## src/hw/rtl/qtbm_pkg.sv

```systemverilog
// Shared types, constants and helper function of the quadtree code to bitmap unit.
package qtbm_pkg;

    localparam int ROWS = 64;
    localparam int ROW_W = $clog2(ROWS);
    localparam int CODE_W = 16;
    localparam logic [2:0] MAX_SIDE_LOG2 = 3'd6;

    // Division by five: floor(x * 52429 / 2^18) is exact for every 16-bit x.
    localparam logic [16:0] DIV5_MUL = 17'd52429;
    localparam int DIV5_SHIFT = 18;
    localparam int PROD_W = CODE_W + 17;

    localparam logic [1:0] OP_CLEAR = 2'd0;
    localparam logic [1:0] OP_PAINT = 2'd1;
    localparam logic [1:0] OP_READ = 2'd2;
    localparam logic [1:0] OP_NONE = 2'd3;

    localparam logic [2:0] DIG_NW = 3'd1;
    localparam logic [2:0] DIG_NE = 3'd2;
    localparam logic [2:0] DIG_SW = 3'd3;
    localparam logic [2:0] DIG_SE = 3'd4;

    typedef struct packed {
        logic [1:0]  op;
        logic [15:0] code;
        logic [5:0]  row_index;
    } in_word_t;

    typedef struct packed {
        logic [63:0] row_bits;
        logic        code_fits;
    } out_word_t;

    typedef struct packed {
        logic start;
        logic digit_step;
        logic paint_init;
        logic paint_rd;
        logic read_issue;
        logic read_cap;
        logic load_out;
    } ctrl_cmd_t;

    typedef struct packed {
        logic [1:0] op;
        logic       digit_zero;
        logic       too_deep;
        logic       last_row;
        logic       out_free;
    } dp_status_t;

    // A run of 2^len_log ones starting at bit position start.
    function automatic logic [63:0] span_mask(input logic [2:0] len_log,
                                              input logic [5:0] start);
        logic [63:0] ones;
        if (len_log >= MAX_SIDE_LOG2) begin
            ones = '1;
        end else begin
            ones = (64'd1 << (7'd1 << len_log)) - 64'd1;
        end
        return ones << start;
    endfunction

endpackage

```

## src/hw/rtl/qtbm_ctrl.sv

```systemverilog
// Controller state machine: sequences decode, row painting, row reads and result hand-off.
module qtbm_ctrl (
    input  logic                  aclk,
    input  logic                  aresetn,
    input  logic                  s_valid,
    input  logic [1:0]            s_op,
    input  qtbm_pkg::dp_status_t  status,
    output logic                  s_ready,
    output qtbm_pkg::ctrl_cmd_t   cmd
);

    typedef enum logic [2:0] {
        ST_IDLE,
        ST_DIGIT,
        ST_PAINT,
        ST_DRAIN,
        ST_READ,
        ST_RDCAP,
        ST_FINISH
    } state_t;

    state_t state_reg;
    state_t state_next;

    always_comb begin
        cmd = '0;
        state_next = state_reg;
        case (state_reg)
            ST_IDLE: begin
                if (s_valid) begin
                    cmd.start = 1'b1;
                    case (s_op)
                        qtbm_pkg::OP_PAINT: state_next = ST_DIGIT;
                        qtbm_pkg::OP_READ:  state_next = ST_READ;
                        default:            state_next = ST_FINISH;
                    endcase
                end
            end
            ST_DIGIT: begin
                if (status.digit_zero) begin
                    cmd.paint_init = 1'b1;
                    state_next = ST_PAINT;
                end else if (status.too_deep) begin
                    state_next = ST_FINISH;
                end else begin
                    cmd.digit_step = 1'b1;
                end
            end
            ST_PAINT: begin
                cmd.paint_rd = 1'b1;
                if (status.last_row) begin
                    state_next = ST_DRAIN;
                end
            end
            ST_DRAIN: begin
                // The last row's merged word is written during this cycle.
                state_next = ST_FINISH;
            end
            ST_READ: begin
                cmd.read_issue = 1'b1;
                state_next = ST_RDCAP;
            end
            ST_RDCAP: begin
                cmd.read_cap = 1'b1;
                state_next = ST_FINISH;
            end
            ST_FINISH: begin
                if (status.out_free) begin
                    cmd.load_out = 1'b1;
                    state_next = ST_IDLE;
                end
            end
            default: begin
                state_next = ST_IDLE;
            end
        endcase
    end

    always_ff @(posedge aclk) begin
        if (!aresetn) begin
            state_reg <= ST_IDLE;
        end else begin
            state_reg <= state_next;
        end
    end

    assign s_ready = (state_reg == ST_IDLE);

    assert property (@(posedge aclk) disable iff (!aresetn)
        (state_reg == ST_DRAIN) |-> $past(state_reg == ST_PAINT && status.last_row))
        else $error("drain entered without finishing the row sweep");

    assert property (@(posedge aclk) disable iff (!aresetn)
        (state_reg == ST_PAINT) |-> (status.op == qtbm_pkg::OP_PAINT))
        else $error("row sweep for an item that is not a paint");

    assert property (@(posedge aclk) disable iff (!aresetn)
        (state_reg == ST_RDCAP) |-> $past(state_reg == ST_READ))
        else $error("read capture without a read issue");

endmodule

```

## config.mk

```make
export PLATFORM = sky130hd
export DESIGN_NAME = qtbm_ctrl
export DESIGN_NICKNAME = d
export VERILOG_FILES = /design/src/hw/rtl/qtbm_pkg.sv /design/src/hw/rtl/qtbm_ctrl.sv
export SDC_FILE = /design/constraint.sdc
export NUM_CORES = 1
export LEC_CHECK = 0
export BUFFER_PORTS_ARGS = -buffer_cell sky130_fd_sc_hd__buf_2
export CAP_MARGIN = 20
export CORE_AREA = 2 2 39 41
export CTS_CLUSTER_DIAMETER = 60
export CTS_CLUSTER_SIZE = 12
export DETAILED_ROUTE_END_ITERATION = 12
export DIE_AREA = 0 0 41 43
export GPL_TIMING_DRIVEN = 0
export SYNTH_ARGS = -nofsm -noshare
export SYNTH_HDL_FRONTEND = slang
export SYNTH_SLANG_ARGS = --single-unit
```

## constraint.sdc

```tcl
create_clock -name aclk -period 2.6 [get_ports aclk]
set_input_delay 0.52 -clock aclk [delete_from_list [all_inputs] [get_ports aclk]]
set_output_delay 0.52 -clock aclk [all_outputs]
set_load 0.02 [all_outputs]
```

[Word level (Yosys, flattened, before mapping)]
Index checks and enable logic that the tools add are counted.
Cells by class
  div/mod/pow operators: 0
  mux-type cells: 18
  magnitude comparators: 0
  multiply operators: 0
  shifts and indexed selects: 0
  add/subtract/negate cells: 0
  bitwise gates (word level): 0
  reduce and logical (&&, ||, !) cells: 3
  eq/ne operators: 12
Operators with widths (count)
  $pmux 3 s6: 1
  $mux 3: 5
  $mux 1: 10
  $eq 3x3->1 const B: 3
  $eq 3x2->1 const B: 2
  $ne 2x2->1 const B: 3
  $pmux 3 s2: 1
  $reduce_and 4->1: 1
  $eq 3x1->1 const B: 1
  $logic_not 3->1: 1
  $ne 3x3->1 const B: 1
  $eq 2x1->1 const B: 1
  $eq 2x2->1 const B: 1
  $mux 2: 1
  $reduce_or 2->1: 1
Word-level totals
  register bits: 3
  memories kept: 0
  output and inout port bits: 8
  latch bits: 0
  memory bits (writable): 0
  bits of input ports: 11
  word-level logic and storage cells: 34
  ROM bits: 0

[Logic depth before layout (Yosys ltp)]
Gate-level depths: netlist of run 1.
  depth after elaboration: 4
  mapped depth: 5
  mapped depth without buffers: 5

[Least setup slack after synthesis of run 1]
Ideal clock, no wire load.
  path type: register to output
  start: register state_reg[0]
  end: output cmd[6] in the netlist's numbering
  arrival: 1.330 ns
  required time: 2.080 ns
  path buffers: 1
  cell stages (with the launch flop): 4
  setup slack: 0.750 ns
  cell sequence: dfxtp_1 > clkbuf_1 > nor3_1 > and2_1
RTL lines
  start, declared: RTL line qtbm_ctrl.sv:22  | state_t state_reg;
  start signal, assigned: RTL line qtbm_ctrl.sv:83  | state_reg <= state_next;
  end, declared: RTL line qtbm_ctrl.sv:9  | output qtbm_pkg::ctrl_cmd_t cmd

==> metrics.csv, run 1 <==
metric,value,unit
status,completed,
reg2reg_depth,5,
synthMuxAreaShare,0.03448,
syn_nets,51,
cts_buffer_depth,2,
yosys.area_share.adder,0.04310,
ir_drop,0.4068,mV
ys_ff_latch,3,
synth_area_leaders,"dfxtp_1 (21%), o21ai_0 (6.9%), inv_1 (6.5%), nor2_1 (6.5%), a32oi_2 (5.6%)",
worstPathArrival,1.37,ns
grt_overflow,0,
cts_hold_buf,0,
slew_viol_final,0,
start_util,0.2098,
die_w,41,um
drc_errors,0,
ctsHtreeMaxLevel,1,
fmax,529.3,MHz
crit_end,cmd[6],
cts_resized,0,
grt_pass1_vias,286,
cp.required,2.08,ns
synth_top_family_by_area,simple AND/OR/NAND/NOR gates,
relSlewSlack,0.7516,
die-height,43,um
max_cap_violations,0,
yosysSeqAreaShare,0.2069,
grt_max_degree,11,
grt_pass1_wl,1173,um
ant_nets,0,
synth_cell_types,23,
coreArea,1384,sq um
clockRootBuffer,clkbuf_4,
diodes,0,
r2r-start,state_reg[2],
cp-end-kind,output pin,
finalHoldViolCount,0,
critPathLaunchType,flop,
mostFrequentLayoutCells,"buf_2 (17), inv_1 (5), nor2_1 (5)",
reg2reg_slack,1.26,ns
rows,14,
skew,0.002239,ns
io_buffers,16,
final_nets,72,
vias,343,
post-route-min-period,1.889,ns
worst_slew_pin_slew,0.3725,ns
cts.sinks,3,
final_common_cell,buf_2,
synth_xor_area_frac,0,
areaGrowthSynthToFinish,43.53,%
crit_start,state_reg[0],
final_layout_size_suffix_gt1_frac,0.4576,
cts_setup_buffers,0,
synth_top_area_share,0.2069,
track_usage,0.1003,
largest_reg_flops,3,
syn_area,290.3,sq um
finalSetupViolCount,0,
dp_hpwl,570.2,um
clk_latency,0.23,ns
drt_wl_total,756,um
finalCritPeriodShare,0.7267,
cp_max_fo,10,
rsz0062_at_grt,no,
cts_tree,done,
synth-compound-area-share,0.2672,
dieArea,1763,sq um
yosysTopAreaCell,dfxtp_1,
fin_tns_setup,0,ns
synth-simple-area-share,0.3147,
worst_r2r_endpoint,state_reg[1],
via_per_inst,4.573,
firstDrtPassIters,4,
ios,19,
worstSetupPathType,reg2out,
min_path_type,in2reg,
drt-initial-drc-count,10,
cts.clk_slew.worst_paths,0.04,ns
routabilityCongestion,0.7980,
fin_util,0.3011,
syn-instance-count,39,
yosysWarnings,0,
postSynthAreaPerCell,7.443,sq um
antenna_found_initial,0,
powerDensity,1283,nW/um^2
p_leak,0.2179,nW
wire_per_inst,10.08,um
cts_inserted_buffers,3,
## cell families (layout without fill, tap and decap cells)
family,after synthesis,after routing
AND/OR/NAND/NOR,17,17
AO/OA/AOI/OAI,9,9
buffers and inverters,8,28
flip-flops,3,3
adder cells (fa/ha/maj),1,1
multiplexers,1,1
## worst min path at each step
stage	startpoint	to	slack, ns	depth (start not counted)
finish	aresetn	state_reg[2]	0.55	3
global route	aresetn	state_reg[0]	0.57	3
detailed placement	state_reg[2]	state_reg[1]	0.57	2
floorplan	state_reg[2]	state_reg[1]	0.53	2
global placement	state_reg[2]	state_reg[1]	0.56	2
CTS	aresetn	state_reg[2]	0.54	3
## worst max-delay path, cell delays in order, from the launching register on
cell	delay [ns]
dfxtp_1	0.39
clkbuf_1	0.34
nor3_1	0.10
and2_1	0.16
buf_2	0.15
## final cells by class
class / count / area, sq um
fillers: 158 / 967.2
multi-input cells: 28 / 191.4
well taps: 16 / 20.02
flip-flops and latches: 3 / 60.06
clock buffers: 4 / 26.28
repair buffers: 16 / 80.08
plain buffers: 3 / 20.02
inverters: 5 / 18.77
## cell usage after synthesis
master / count
inv_1: 5
nor2_1: 5
o21ai_0: 4
dfxtp_1: 3
and3_2: 2
nand3_1: 2
nor3_1: 2
a21oi_1: 1
a221oi_2: 1
a32oi_2: 1
a41oi_1: 1
and2_1: 1
and3_1: 1
buf_2: 1
buf_6: 1
clkbuf_1: 1
ha_1: 1
mux2i_1: 1
nand2_1: 1
nand4_1: 1
nor3b_1: 1
o211ai_2: 1
or3_2: 1
## where the power goes
group / total (mW) / internal, mW / switching, mW
clock network: 0.0836 / 0.0576 / 0.0259
registers: 0.0835 / 0.0695 / 0.0140
logic: 0.368 / 0.144 / 0.223
total: 0.535 / 0.271 / 0.263
## per-stage QoR
stage | area, sq um | power [mW] | std cells | setup WS [ns] | hold slack (ns)
finish | 416.7 | 0.5348 | 75 | 0.7107 | 0.5518
global route | 416.7 | 0.5822 | 75 | 0.6186 | 0.5667
CTS | 416.7 | 0.5362 | 75 | 0.7121 | 0.5440
detailed placement | 390.4 | 0.4505 | 71 | 0.9561 | 0.5662
global placement | 390.4 | 0.4450 | 71 | 0.9702 | 0.5550
floorplan | 290.3 | 0.3615 | 39 | 0.7503 | 0.5286
## per-layer routing
layer  wire, um  global-route usage
met1        305              0.1250
met2        391              0.1250
met3         59             0.04188
met4          0             0.08667
met5          0                   0
Power figures use the tool's default switching activity.
==> run 2, diff against run 1 <==
Clock period 2.6 ns to 1.7 ns, I/O delays scaled along.
==> run 2 against run 1 <==
Clock skew fell by 0.0014 ns. Combinational power rose by 58%. Core utilization rose by 0.81 points. Critical endpoint unchanged. Largest power group unchanged.
==> metrics.csv, run 2 (synthesis gave the netlist of run 1 again) <==
metric,value,unit,change
final_layout_size_suffix_gt1_frac,0.5085,,+0.05085
cp_max_fo,10,,unchanged
crit_family,buffers and inverters,,
seq_area,60.06,sq um,unchanged
finalCritPeriodShare,0.9395,,
fin_hold_ws,0.3696,ns,-0.1822 ns
relSlewSlack,0.8335,,+0.08187
min_path_type,in2reg,,
die_w,41,um,unchanged
fin_tns_setup,0,ns,unchanged
crit_chain,clkbuf_2 -> nor3_1 -> and2_1 -> buf_2,,
nFillCells,162,,+2.5%
worst_slew_pin_slew,0.2497,ns,-0.1228 ns
dieArea,1763,sq um,unchanged
slew_viol_final,0,,unchanged
finalSetupViolCount,0,,unchanged
cts.clk_slew.worst_paths,0.04,ns,about the same
grt_pass1_wl,1173,um,unchanged
post-route-min-period,1.597,ns,
clk_latency,0.23,ns,about the same
ant_nets,0,,unchanged
io_buffers,16,,unchanged
critPathBufInv,2,,unchanged
start_util,0.2098,,unchanged
final_common_cell,buf_2,,
areaGrowthSynthToFinish,47.41,%,
grt_pass1_vias,286,,unchanged
finalPower,836.4,uW,+56%
rows,14,,unchanged
largest_reg_flops,3,,unchanged
status,completed,,
ir_drop,0.5780,mV,+42%
fin_cells,75,,unchanged
vias,354,,+3.2%
ctsHtreeMaxLevel,1,,unchanged
setup_ws,0.1029,ns,-0.6078 ns
powerDensity,1955,nW/um^2,+52%
placed_cells,71,,unchanged
slowest_delay,0.34,ns,-0.05 ns
worstPathArrival,1.26,ns,-0.11 ns
coreArea,1384,sq um,unchanged
clockRootBuffer,clkbuf_4,,
final_nets,72,,unchanged
max_cap_violations,0,,unchanged
cts.sinks,3,,unchanged
track_usage,0.1003,,unchanged
antenna_found_initial,0,,unchanged
cpMaxStageDelayCell,dfxtp_1,,
drt-initial-drc-count,7,,-3
p_leak,0.2217,nW,+1.8%
cts_buffer_depth,2,,unchanged
skew,0.0008233,ns,-0.001416 ns
firstDrtPassIters,4,,unchanged
worstSetupPathType,reg2out,,
via_per_inst,4.720,,+3.2%
pre_cts_ws,0.2592,ns,-0.6969 ns
dp_hpwl,570.2,um,unchanged
multi_input_area,198.9,sq um,+3.9%
diodes,0,,unchanged
wire_per_inst,10.21,um,+1.3%
drc_errors,0,,unchanged
ios,19,,unchanged
cts_tree,done,,
die-height,43,um,unchanged
cp-end-kind,output pin,,
routabilityCongestion,0.7980,,unchanged
cp.required,1.36,ns,-0.72 ns
cts_hold_buf,0,,unchanged
rsz0062_at_grt,yes,,
grt_max_degree,11,,unchanged
grt_overflow,0,,unchanged
cts_inserted_buffers,3,,unchanged
finalHoldViolCount,0,,unchanged
fmax,626.1,MHz,
drt_wl_total,766,um,+1.3%
mostFrequentLayoutCells,"buf_2 (16), inv_1 (5), nor2_1 (4), o21ai_0 (4)",,
critPathLaunchType,flop,,
[run 2: worst reg2reg max path, cell delays in order (launching register included)]
cell and delay, ns:
dfxtp_1 0.30, buf_6 0.13, mux2i_1 0.13, a32oi_2 0.29
o211ai_2 0.13, a221oi_2 0.27
[run 2: layout make-up]
type                    instances  share of cell area
clock buffers                   4             0.06140
repair buffers                 16              0.1930
inverters                       5             0.04386
flip-flops and latches          3              0.1404
well taps                      16             0.04678
plain buffers                   3             0.04971
multi-input cells              28              0.4649
[run 2: metal layers]
layer  share of wire  global-route usage
met4           0.018             0.08667
met3           0.099             0.04188
met5               0                   0
met2            0.49              0.1250
met1            0.39              0.1250
[run 2: path summary, 6_finish.rpt]
kind / slack, ns / endpoint / depth (start not counted) / startpoint
worst max-delay path: 0.10 / cmd[6] / 4 / state_reg[0]
worst min-delay path: 0.37 / state_reg[2] / 3 / aresetn
worst max register to register: 0.36 / state_reg[1] / 5 / state_reg[2]
worst min register to register: 0.57 / state_reg[1] / 2 / state_reg[2]
[run 2: power breakdown]
| group | internal, mW | switching, mW |
|---|---|---|
| clock network | 0.0881 | 0.0388 |
| logic | 0.229 | 0.351 |
| registers | 0.106 | 0.0227 |
| total | 0.424 | 0.413 |
[run 2: timing repair]
item,in CTS,in global routing
gates resized for setup,1,3
buffers inserted,0,0
setup endpoints to repair,1,1
[run 2: metrics by stage]
stage	util	instance area [sq um]
floorplan	-	290.3
global placement	0.2821	390.4
detailed placement	0.2821	390.4
CTS	0.3020	417.9
global route	0.3092	427.9
finish	0.3092	427.9
==> run 3, diff against run 2 <==
Settings changed: SETUP_SLACK_MARGIN from default to 0.5.
==> run 3 against run 2 <==
Flip-flop and latch count unchanged. Highest routed layer unchanged. Register-to-register slack worse by 0.08 ns. Core utilization increased by 13 points. Clock skew grew 0.0056 ns. Cell count grew 12%. Clock power grew 4%. Combinational power grew 70%. Hold slack worse by 0.014 ns. Non-clock buffer count is 9 higher. Critical path depth unchanged.
==> metrics.csv, run 3 (synthesis gave the netlist of run 1 again) <==
metric,value,unit,change
areaGrowthSynthToFinish,111.2,%,
drt_wl_total,917,um,+20%
placed_cells,71,,unchanged
track_usage,0.1254,,+0.02508
cp_max_fo,6,,-4
worstPathArrival,1.14,ns,-0.12 ns
reg2reg_depth,6,,+1
final_layout_size_suffix_gt1_frac,0.7647,,+0.2562
slowest_delay,0.35,ns,about the same
status,completed,,
clockRootBuffer,clkbuf_4,,
powerDensity,2060,nW/um^2,+5.4%
critPathLaunchType,flop,,
fin_tns_setup,0,ns,unchanged
via_per_inst,4.655,,-1.4%
relSlewSlack,0.8285,,-0.005002
antenna_found_initial,0,,unchanged
skew,0.006441,ns,+0.005618 ns
ant_nets,0,,unchanged
place_area,426.7,sq um,+9.3%
ir_drop,0.5567,mV,-3.7%
fin_cells,84,,+12%
final_common_cell,buf_4,,
hold_depth,3,,unchanged
cp-end-kind,output pin,,
finalSetupViolCount,0,,unchanged
dp_hpwl,598.2,um,+4.9%
crit_start,state_reg[0],,
wire_per_inst,10.92,um,+6.9%
largest_reg_flops,3,,unchanged
coreArea,1384,sq um,unchanged
grt_pass1_wl,1421,um,+21%
finalHoldViolCount,0,,unchanged
grt_overflow,0,,unchanged
start_util,0.2098,,unchanged
slew_viol_final,0,,unchanged
ios,19,,unchanged
cts_inserted_buffers,3,,unchanged
rows,14,,unchanged
cpMaxStageDelayCell,dfxtp_4,,
routabilityCongestion,0.7921,,-0.74%
die-height,43,um,unchanged
clk_latency,0.24,ns,about the same
max_cap_violations,0,,unchanged
grt_pass1_vias,363,,+27%
rsz0062_at_grt,yes,,
min_path_type,in2reg,,
grt_max_degree,9,,-2
cts_buffer_depth,2,,unchanged
ctsHtreeMaxLevel,1,,unchanged
worst_slew_pin_slew,0.2546,ns,+0.004814 ns
p_leak,0.2844,nW,+28%
drc_errors,0,,unchanged
critPathMostFrequentCell,buf_4,,
finalCritPeriodShare,0.8731,,-0.06635
finalInstanceArea,613.1,sq um,+43%
post-route-min-period,1.484,ns,-0.1128 ns
drt-initial-drc-count,1,,-6
mostFrequentLayoutCells,"buf_4 (11), buf_2 (9), buf_6 (6)",,
cts.sinks,3,,unchanged
worstSetupPathType,reg2out,,
fmax,673.7,MHz,+7.6%
dieArea,1763,sq um,unchanged
cts_tree,done,,
final_nets,81,,+13%
r2r-start,state_reg[2],,
crit_chain,buf_8 -> buf_4 -> nor3_2 -> buf_4,,
cp.required,1.36,ns,about the same
firstDrtPassIters,3,,-1
vias,391,,+10%
die_w,41,um,unchanged
cts_hold_buf,0,,unchanged
hold_start,aresetn,,
io_buffers,16,,unchanged
diodes,0,,unchanged
cts.clk_slew.worst_paths,0.04,ns,about the same
[run 3: through the flow]
step / power [mW] / util / hold slack, ns / setup slack, ns
floorplan: 0.6356 / - / 0.4757 / 0.3830
global placement: 0.7583 / 0.3083 / 0.5681 / 0.2666
detailed placement: 0.7672 / 0.3083 / 0.5703 / 0.2641
CTS: 1.190 / 0.4268 / 0.3523 / 0.2387
global route: 1.351 / 0.4430 / 0.3671 / 0.1640
finish: 1.263 / 0.4430 / 0.3553 / 0.2157
[run 3: timing repair]
item,CTS,global route
gates resized for setup,23,6
pin swaps,7,7
setup buffers,8,1
endpoints found under the setup margin,11,11
[run 3: worst paths after layout]
kind / slack, ns / to
setup / recovery: 0.22 / cmd[3]
setup reg to reg: 0.28 / state_reg[1]
hold / removal: 0.36 / state_reg[2]
hold reg to reg: 0.63 / state_reg[1]
[run 3: worst max-delay path: cells and delay by family, from the launching register on]
| kind | cells | cell delay (ns) |
|---|---|---|
| DFF | 1 | 0.35 |
| buffers and inverters | 3 | 0.42 |
| and+or+nand+nor | 1 | 0.14 |
[run 3: area by class of cell]
class | instances | area, sq um
clock buffers | 4 | 26.28
well taps | 16 | 20.02
plain buffers | 3 | 41.29
fillers | 136 | 770.7
multi-input cells | 28 | 254.0
inverters | 5 | 21.27
flip-flops and latches | 3 | 66.31
repair buffers | 25 | 183.9
[run 3: per-layer routing]
| metal | vias to the layer above | wire length (um) | global-route usage |
|---|---|---|---|
| met3 | 3 | 47 | 0.03141 |
| met1 | 174 | 362 | 0.1314 |
| li1 | 199 | - | - |
| met4 | 0 | 27 | 0.1000 |
| met5 | - | 0 | 0 |
| met2 | 15 | 479 | 0.1969 |
[run 3: power breakdown]
part,switching (mW),leakage [nW],internal [mW]
Sequential,0.0264,0.0261,0.119
Combinational,0.469,0.243,0.517
Clock,0.0434,0.0150,0.0884
Total,0.539,0.284,0.724
